`src/hdl/differential_drive_mixer_defines.svh`:
```
// assertion macros shared by the mixer rtl
// depends on nothing; included by the modules that carry assertions
`ifndef DIFFERENTIAL_DRIVE_MIXER_DEFINES_SVH
`define DIFFERENTIAL_DRIVE_MIXER_DEFINES_SVH

`ifndef ASSERT_OFF

// antecedent implies consequent in the same cycle
`define ASSERT_IMPLIES(label, clk, rst_n, ante, cons) \
	label: assert property (@(posedge clk) disable iff (!rst_n) (ante) |-> (cons)) \
		else $error("assertion failed: implication");

// antecedent implies consequent after the delay given by argument n
`define ASSERT_AFTER(label, clk, rst_n, ante, n, cons) \
	label: assert property (@(posedge clk) disable iff (!rst_n) (ante) |-> ##n (cons)) \
		else $error("assertion failed: delayed response");

// condition must never hold
`define ASSERT_NEVER(label, clk, rst_n, cond) \
	label: assert property (@(posedge clk) disable iff (!rst_n) !(cond)) \
		else $error("assertion failed: forbidden condition");

`else

`define ASSERT_IMPLIES(label, clk, rst_n, ante, cons)
`define ASSERT_AFTER(label, clk, rst_n, ante, n, cons)
`define ASSERT_NEVER(label, clk, rst_n, cond)

`endif

`endif

```
`src/hdl/ddm_pkg.sv`:
```
// types and constants for the differential drive mixer
// depends on nothing; used by ddm_div and differential_drive_mixer
package ddm_pkg;

	// field widths
	localparam int CMD_W   = 18;
	localparam int SPD_W   = CMD_W + 1;
	localparam int MAG_W   = CMD_W;
	localparam int QMAG_W  = 17;
	localparam int LEVEL_W = 16;

	// pwm full scale
	localparam logic [LEVEL_W-1:0] LEVEL_MAX = 16'd65535;

	// unity in q16
	localparam logic signed [CMD_W-1:0] CMD_POS_ONE = 18'sd65536;
	localparam logic signed [CMD_W-1:0] CMD_NEG_ONE = -18'sd65536;
	localparam logic [MAG_W-1:0]        MAG_ONE     = 18'd65536;
	localparam logic [QMAG_W-1:0]       QMAG_ONE    = 17'd65536;

	// divider layout: fraction bits spread evenly over the stages
	localparam int FRAC_BITS      = 16;
	localparam int DIV_STAGES     = 4;
	localparam int BITS_PER_STAGE = FRAC_BITS / DIV_STAGES;

	typedef logic signed [CMD_W-1:0] cmd_t;
	typedef logic signed [SPD_W-1:0] spd_t;
	typedef logic [MAG_W-1:0]        mag_t;
	typedef logic [QMAG_W-1:0]       qmag_t;
	typedef logic [LEVEL_W-1:0]      level_t;

	// per-item sideband that rides alongside the divider
	typedef struct packed {
		logic l_pos;
		logic l_neg;
		logic r_pos;
		logic r_neg;
		logic scale;
		logic left_max;
		mag_t min_mag;
		mag_t max_mag;
	} div_side_t;

endpackage

```
`src/hdl/differential_drive_mixer.sv`:
```
// differential drive mixer: each command accepted while enabled yields a result strobe on done from the output register
// throughput one command per cycle; busy is always low and the receiver cannot stall
// pipeline: clamp and mix, magnitude and max, four divider stages, level mapping
// arst_n clears drive_enable and all pipeline valid bits; commands taken while disabled vanish
// depends on ddm_pkg, ddm_div and differential_drive_mixer_defines.svh
`include "differential_drive_mixer_defines.svh"

module differential_drive_mixer (
	input  logic            clk,
	input  logic            arst_n,
	input  logic            start,
	output logic            busy,
	input  ddm_pkg::cmd_t   forward_cmd,
	input  ddm_pkg::cmd_t   turn_cmd,
	input  logic            cfg_we,
	input  logic            cfg_wdata,
	output logic            done,
	output ddm_pkg::level_t left_a_level,
	output ddm_pkg::level_t left_b_level,
	output ddm_pkg::level_t right_a_level,
	output ddm_pkg::level_t right_b_level
);
	import ddm_pkg::*;

	function automatic cmd_t clamp_one(cmd_t v);
		if (v < CMD_NEG_ONE) begin
			return CMD_NEG_ONE;
		end
		if (v > CMD_POS_ONE) begin
			return CMD_POS_ONE;
		end
		return v;
	endfunction

	function automatic level_t level_of(qmag_t m);
		logic [QMAG_W+LEVEL_W-1:0] p;
		p = (QMAG_W+LEVEL_W)'(m) * (QMAG_W+LEVEL_W)'(LEVEL_MAX);
		return p[LEVEL_W+15:16];
	endfunction

	logic drive_enable_q;
	logic accept;

	logic valid_s1;
	spd_t left_s1;
	spd_t right_s1;

	logic      valid_s2;
	div_side_t side_s2;

	logic      div_valid;
	div_side_t div_side;
	qmag_t     div_quo;

	logic   done_q;
	level_t left_a_q;
	level_t left_b_q;
	level_t right_a_q;
	level_t right_b_q;

	assign busy   = 1'b0;
	assign accept = start && !busy;

	// enable register
	always_ff @(posedge clk or negedge arst_n) begin
		if (!arst_n) begin
			drive_enable_q <= 1'b0;
		end else if (cfg_we) begin
			drive_enable_q <= cfg_wdata;
		end
	end

	// stage 1: clamp and mix
	cmd_t fwd_c;
	cmd_t trn_c;

	always_comb begin
		fwd_c = clamp_one(forward_cmd);
		trn_c = clamp_one(turn_cmd);
	end

	always_ff @(posedge clk or negedge arst_n) begin
		if (!arst_n) begin
			valid_s1 <= 1'b0;
		end else begin
			valid_s1 <= accept && drive_enable_q;
		end
	end

	always_ff @(posedge clk) begin
		left_s1  <= spd_t'(fwd_c) - spd_t'(trn_c);
		right_s1 <= spd_t'(fwd_c) + spd_t'(trn_c);
	end

	// stage 2: magnitudes, larger one, scale decision
	spd_t      l_negv;
	spd_t      r_negv;
	mag_t      l_mag;
	mag_t      r_mag;
	div_side_t side_d;

	always_comb begin
		l_negv = -left_s1;
		r_negv = -right_s1;
		l_mag  = left_s1[SPD_W-1]  ? l_negv[MAG_W-1:0] : left_s1[MAG_W-1:0];
		r_mag  = right_s1[SPD_W-1] ? r_negv[MAG_W-1:0] : right_s1[MAG_W-1:0];
		side_d.l_pos    = !left_s1[SPD_W-1] && (left_s1 != '0);
		side_d.l_neg    = left_s1[SPD_W-1];
		side_d.r_pos    = !right_s1[SPD_W-1] && (right_s1 != '0);
		side_d.r_neg    = right_s1[SPD_W-1];
		side_d.left_max = l_mag >= r_mag;
		side_d.max_mag  = side_d.left_max ? l_mag : r_mag;
		side_d.min_mag  = side_d.left_max ? r_mag : l_mag;
		side_d.scale    = side_d.max_mag > MAG_ONE;
	end

	always_ff @(posedge clk or negedge arst_n) begin
		if (!arst_n) begin
			valid_s2 <= 1'b0;
		end else begin
			valid_s2 <= valid_s1;
		end
	end

	always_ff @(posedge clk) begin
		side_s2 <= side_d;
	end

	// stages 3 to 6: scale the smaller magnitude by the larger
	ddm_div u_div (
		.clk       (clk),
		.arst_n    (arst_n),
		.in_valid  (valid_s2),
		.in_side   (side_s2),
		.out_valid (div_valid),
		.out_side  (div_side),
		.out_quo   (div_quo)
	);

	// stage 7: pick magnitudes, map to levels, steer onto the bridge pins
	qmag_t  max_sel;
	qmag_t  min_sel;
	level_t l_lev;
	level_t r_lev;

	always_comb begin
		max_sel = div_side.scale ? QMAG_ONE : div_side.max_mag[QMAG_W-1:0];
		min_sel = div_side.scale ? div_quo  : div_side.min_mag[QMAG_W-1:0];
		l_lev   = level_of(div_side.left_max ? max_sel : min_sel);
		r_lev   = level_of(div_side.left_max ? min_sel : max_sel);
	end

	always_ff @(posedge clk or negedge arst_n) begin
		if (!arst_n) begin
			done_q <= 1'b0;
		end else begin
			done_q <= div_valid;
		end
	end

	always_ff @(posedge clk) begin
		left_a_q  <= div_side.l_pos ? l_lev : '0;
		left_b_q  <= div_side.l_neg ? l_lev : '0;
		right_b_q <= div_side.r_pos ? r_lev : '0;
		right_a_q <= div_side.r_neg ? r_lev : '0;
	end

	assign done          = done_q;
	assign left_a_level  = left_a_q;
	assign left_b_level  = left_b_q;
	assign right_a_level = right_a_q;
	assign right_b_level = right_b_q;

	// an enabled transfer always yields a result on done
	`ASSERT_AFTER(a_latency, clk, arst_n, accept && drive_enable_q, 7, done)
	// a result only follows an enabled transfer
	`ASSERT_IMPLIES(a_no_spurious, clk, arst_n, done, $past(accept && drive_enable_q, 7))
	// a motor never drives both bridge pins at once
	`ASSERT_NEVER(a_bridge_excl, clk, arst_n,
		done && ((left_a_level != '0 && left_b_level != '0) ||
		(right_a_level != '0 && right_b_level != '0)))

endmodule

```
`src/hdl/ddm_div.sv`:
```
// pipelined fraction divider: min_mag * 65536 / max_mag, restoring, 4 bits per stage
// depends on ddm_pkg and differential_drive_mixer_defines.svh
`include "differential_drive_mixer_defines.svh"

module ddm_div (
	input  logic              clk,
	input  logic              arst_n,
	input  logic              in_valid,
	input  ddm_pkg::div_side_t in_side,
	output logic              out_valid,
	output ddm_pkg::div_side_t out_side,
	output ddm_pkg::qmag_t    out_quo
);
	import ddm_pkg::*;

	logic      vld_s  [DIV_STAGES];
	mag_t      rem_s  [DIV_STAGES];
	qmag_t     quo_s  [DIV_STAGES];
	div_side_t side_s [DIV_STAGES];

	logic      vld_in  [DIV_STAGES];
	mag_t      rem_in  [DIV_STAGES];
	qmag_t     quo_in  [DIV_STAGES];
	div_side_t side_in [DIV_STAGES];

	// integer quotient bit, set only when both magnitudes are equal
	logic int_bit;
	mag_t int_diff;

	always_comb begin
		int_bit  = in_side.min_mag >= in_side.max_mag;
		int_diff = in_side.min_mag - in_side.max_mag;
	end

	for (genvar k = 0; k < DIV_STAGES; k++) begin : g_stage
		mag_t  r [BITS_PER_STAGE+1];
		qmag_t q [BITS_PER_STAGE+1];

		// stage inputs
		if (k == 0) begin : g_first
			assign vld_in[k]  = in_valid;
			assign side_in[k] = in_side;
			assign rem_in[k]  = int_bit ? int_diff : in_side.min_mag;
			assign quo_in[k]  = QMAG_W'(int_bit);
		end else begin : g_next
			assign vld_in[k]  = vld_s[k-1];
			assign side_in[k] = side_s[k-1];
			assign rem_in[k]  = rem_s[k-1];
			assign quo_in[k]  = quo_s[k-1];
		end

		// shift-compare-subtract steps
		always_comb begin
			logic [MAG_W:0] t;
			logic [MAG_W:0] d;
			logic           ge;
			r[0] = rem_in[k];
			q[0] = quo_in[k];
			for (int j = 0; j < BITS_PER_STAGE; j++) begin
				t  = {r[j], 1'b0};
				ge = t >= {1'b0, side_in[k].max_mag};
				d  = t - {1'b0, side_in[k].max_mag};
				r[j+1] = ge ? d[MAG_W-1:0] : t[MAG_W-1:0];
				q[j+1] = {q[j][QMAG_W-2:0], ge};
			end
		end

		// stage valid
		always_ff @(posedge clk or negedge arst_n) begin
			if (!arst_n) begin
				vld_s[k] <= 1'b0;
			end else begin
				vld_s[k] <= vld_in[k];
			end
		end

		// stage payload
		always_ff @(posedge clk) begin
			rem_s[k]  <= r[BITS_PER_STAGE];
			quo_s[k]  <= q[BITS_PER_STAGE];
			side_s[k] <= side_in[k];
		end
	end

	assign out_valid = vld_s[DIV_STAGES-1];
	assign out_side  = side_s[DIV_STAGES-1];
	assign out_quo   = quo_s[DIV_STAGES-1];

	// a scaled quotient never exceeds unity
	`ASSERT_IMPLIES(a_quo_range, clk, arst_n, out_valid && out_side.scale, out_quo <= QMAG_ONE)
	// full-scale quotient only when the smaller magnitude equals the larger
	`ASSERT_IMPLIES(a_quo_unity, clk, arst_n, out_valid && out_side.scale && out_quo[QMAG_W-1],
		out_side.min_mag == out_side.max_mag)

endmodule

```
`config.mk`:
```
export PLATFORM = sky130hd
export DESIGN_NAME = differential_drive_mixer
export DESIGN_NICKNAME = d
export VERILOG_FILES = /design/src/hdl/ddm_pkg.sv /design/src/hdl/differential_drive_mixer.sv /design/src/hdl/ddm_div.sv
export VERILOG_INCLUDE_DIRS = /design/src /design/src/hdl
export SDC_FILE = /design/constraint.sdc
export NUM_CORES = 2
export LEC_CHECK = 0
export BUFFER_PORTS_ARGS = -buffer_cell sky130_fd_sc_hd__buf_4
export CORE_MARGIN = 2
export CORE_UTILIZATION = 40
export DETAILED_ROUTE_END_ITERATION = 12
export GPL_TIMING_DRIVEN = 0
export PLACE_DENSITY = 0.54
export SYNTH_ARGS = -nofsm -noshare
export SYNTH_HDL_FRONTEND = slang
export SYNTH_SLANG_ARGS = --single-unit
```
`constraint.sdc`:
```
create_clock -name clk -period 14.35 [get_ports clk]
set_input_delay 1.435 -clock clk [delete_from_list [all_inputs] [get_ports clk]]
set_output_delay 1.435 -clock clk [all_outputs]
set_load 0.05 [all_outputs]
```
==> reports/qor.txt <==
DRT iter0 DRCs: 1685
Total core area: 0.0967 mm^2
Synth area leaders: dfxtp_1 20%, ha_1 17%, fa_1 14%, inv_1 5.2%, xnor2_1 4.4%
Max incr delay on CP: 0.43 ns
Ports: 107
Min Hold Slack: 0.316 ns
Nets: 5339
Final hold vios: 0
Worst Hold Depth: 0
Via/cell ratio: 5.25
DR pass1 iterations: 6
Area delta synth->final: 11.1%
Slowest CP cell: dfxtp_1
Area fraction of the dominant cell type after synthesis: 20.5%
Die H: 316 um
Outcome: finished, final reports clean
Buffers on Ports: 105
Min-delay src: u_div.side_s[0][26]
Layout cell share with drive strength beyond 1: 8.76%
Kind of critical path: reg2reg
Final setup viols: 0
Chip width: 316 um
Cell Area, Synth: 0.0390 mm^2
Worst reg2reg endpoint: u_div.rem_s[0][17]
DP Cell Count: 5725
Reg-to-reg critical path startpoint: side_s2[4]
Initial antenna violation count: 3
CTS Sinks: 407
Post-synth top flop: dfxtp_1
Clk_skew: 0.0354 ns
Commonest non-fill, non-tap cell in the layout: inv_1
Max Clock Freq: 73.1 MHz
GPL Wtd Cong: 0.874
Placed inst area: 0.0414 mm^2
Total grt overflow: 0
R2R depth: 56
Post-DR wirelength/cell: 18.3 um
Wirelength, routed: 106 mm
Vias in the first global route: 30200
Sequential area share after synthesis: 21.0%
Initial core utilization: 40.3%
Area leader, netlist: dfxtp_1
# rows: 114
Most frequent cells in the layout: 540 x inv_1, 520 x ha_1, 397 x dfxtp_1
Critical path required time: 14.85 ns
Max clock buf depth: 3
CTS tree: done
DR vias: 30500
Fin crit period: 13.68 ns
Avg Inst Size Synth: 8.98 um^2
Crit path top cell by count: ha_1
Startpoint Class: register
Max H-tree Level: 2
Max-slew violations: 0
All-Layer GR Usage: 21.2%
Crit Path Max Fanout: 17
Post-Synthesis Cells: 4344
Pre-CTS setup slack: -1.50 ns
Max Cap Violations: 0
Worst hold-check path type: reg2reg
Setup crit end kind: register
Post-synthesis async set-or-reset flop share: 1.97%
Drc violations: 0
Syn Nets: 5178
Worst skew pair latency: 0.63 ns
Relative slew slack: 31.0%
Reg clk slew, reported paths: 0.06 ns
CP arrival: 14.17 ns
Root Buffer: clkbuf_16
First-pass GRT wire length: 167 mm
Die area: 0.100 mm^2
Final std cells w/o fill: 5818
Num CTS Buffers: 47
Register bit total from synthesis: 407
Tcrit/Tclk final: 95.3%
Final antenna-violating net count: 0
Synthesis warning total: 0
Yosys cell types: 87
Post-synth EDFFs: 0
Worst Max-Slew Pin Slew: 1.02 ns
Pin count of the biggest net entering global routing: 18
Final WS setup: 0.675 ns
Post-DP HPWL: 90.0 mm
R2r setup slk: 0.67 ns
Hold endpoint: u_div.side_s[1][26]
Final instance area: 0.0433 mm^2
[Yosys cell counts (8+ instances only)]
cell,number
or3_1,15
and3_1,28
a211o_1,11
nor3_1,67
a31oi_1,32
or2_2,19
a31o_2,12
o21ai_0,183
o22ai_1,9
o31ai_1,36
mux2_4,10
a211oi_1,26
o21a_1,63
xnor2_1,197
or4_1,9
ha_1,520
o221ai_1,10
o41ai_1,13
nand2_1,225
nor2b_1,57
inv_1,542
mux2_2,98
nand3_1,45
and4_1,17
nand2b_1,50
a21o_1,164
a21boi_0,18
dfrtp_1,8
nor4_1,24
and2_1,89
a21oi_1,285
nand4_1,36
dfxtp_1,399
fa_1,273
o31a_1,11
xor2_1,115
mux2i_1,80
o211ai_1,14
clkbuf_1,60
buf_1,11
a221o_1,25
o21bai_1,42
nor2_1,284
[through the flow]
stage / utilization [%] / TNS [ns]
final: 44.8 / 0
after global placement: 42.8 / -30.97
after floorplan: - / 0
after CTS: 44.7 / 0
after detailed placement: 42.8 / -34.55
after global routing: 44.8 / -0.0253
[final cells by class]
type,count,area (um^2)
inverter,548,2070
buffer,80,342
clock inverter,32,518
fill,9464,53400
clock buffer,53,1230
antenna,1,2.50
timing repair buffer,113,848
sequential,407,8190
multi-input combinational,3308,28500
tap,1276,1600
[layer usage]
| metal | up-vias | track usage [%] | wire length (um) |
|---|---|---|---|
| li1 | 15400 | - | - |
| met1 | 14500 | 29.9 | 51400 |
| met2 | 622 | 34.2 | 47500 |
| met3 | 120 | 2.79 | 4660 |
| met4 | 0 | 5.72 | 2680 |
| met5 | - | 0 | 0 |
[registers in the layout, summed over array words and instances (netlist names)]
signal	count
right_s1	19
drive_enable_q	1
left_a_level	16
left_s1	18
done	1
u_div.vld_in	3
left_b_level	16
valid_s2	1
valid_s1	1
u_div.rem_s	54
u_div.quo_s	44
side_s2	41
right_a_level	16
right_b_level	16
u_div.out_valid	1
u_div.side_s	159
[worst max-delay path by stage]
stage                    start            endpoint  slack, ns  cells past startpoint
floorplan           side_s2[1]  u_div.rem_s[0][10]       1.71                     57
detailed placement  side_s2[1]  u_div.rem_s[0][16]      -1.50                     58
global placement    side_s2[1]  u_div.rem_s[0][15]      -1.52                     58
global route        side_s2[4]  u_div.rem_s[0][15]     -0.009                     56
CTS                 side_s2[1]  u_div.rem_s[0][17]      0.003                     56
finish              side_s2[4]  u_div.rem_s[0][17]       0.67                     56
[critical path: cells and delay by family (launching register included)]
family,cells,cell delay (ns)
and+or+nand+nor,10,1.90
adders and majority gates,5,1.67
muxes,5,1.71
AOI/OAI and AO/OA,27,6.20
DFF,1,0.43
buffers and inverters,9,1.67
[cells by family after synthesis]
| logic type | share of synthesized area, % |
|---|---|
| DFF | 21.0 |
| buffers and inverters | 6.13 |
| other | 0.0193 |
| AOI/OAI and AO/OA | 17.4 |
| xor gates and xnor gates | 7.00 |
| and+or+nand+nor | 12.4 |
| muxes | 5.32 |
| adders and majority gates | 30.7 |
[repair_timing]
item                                    in CTS  in global routing
endpoints found under the setup margin      38                 55
gates resized for setup                     13                 27
pin swaps                                    1                  2
setup buffers                                1                  7
hold buffers                                 0                  0
Power is not shown: default switching activity piles up to over one toggle a cycle in this logic, so the estimate is an artifact.
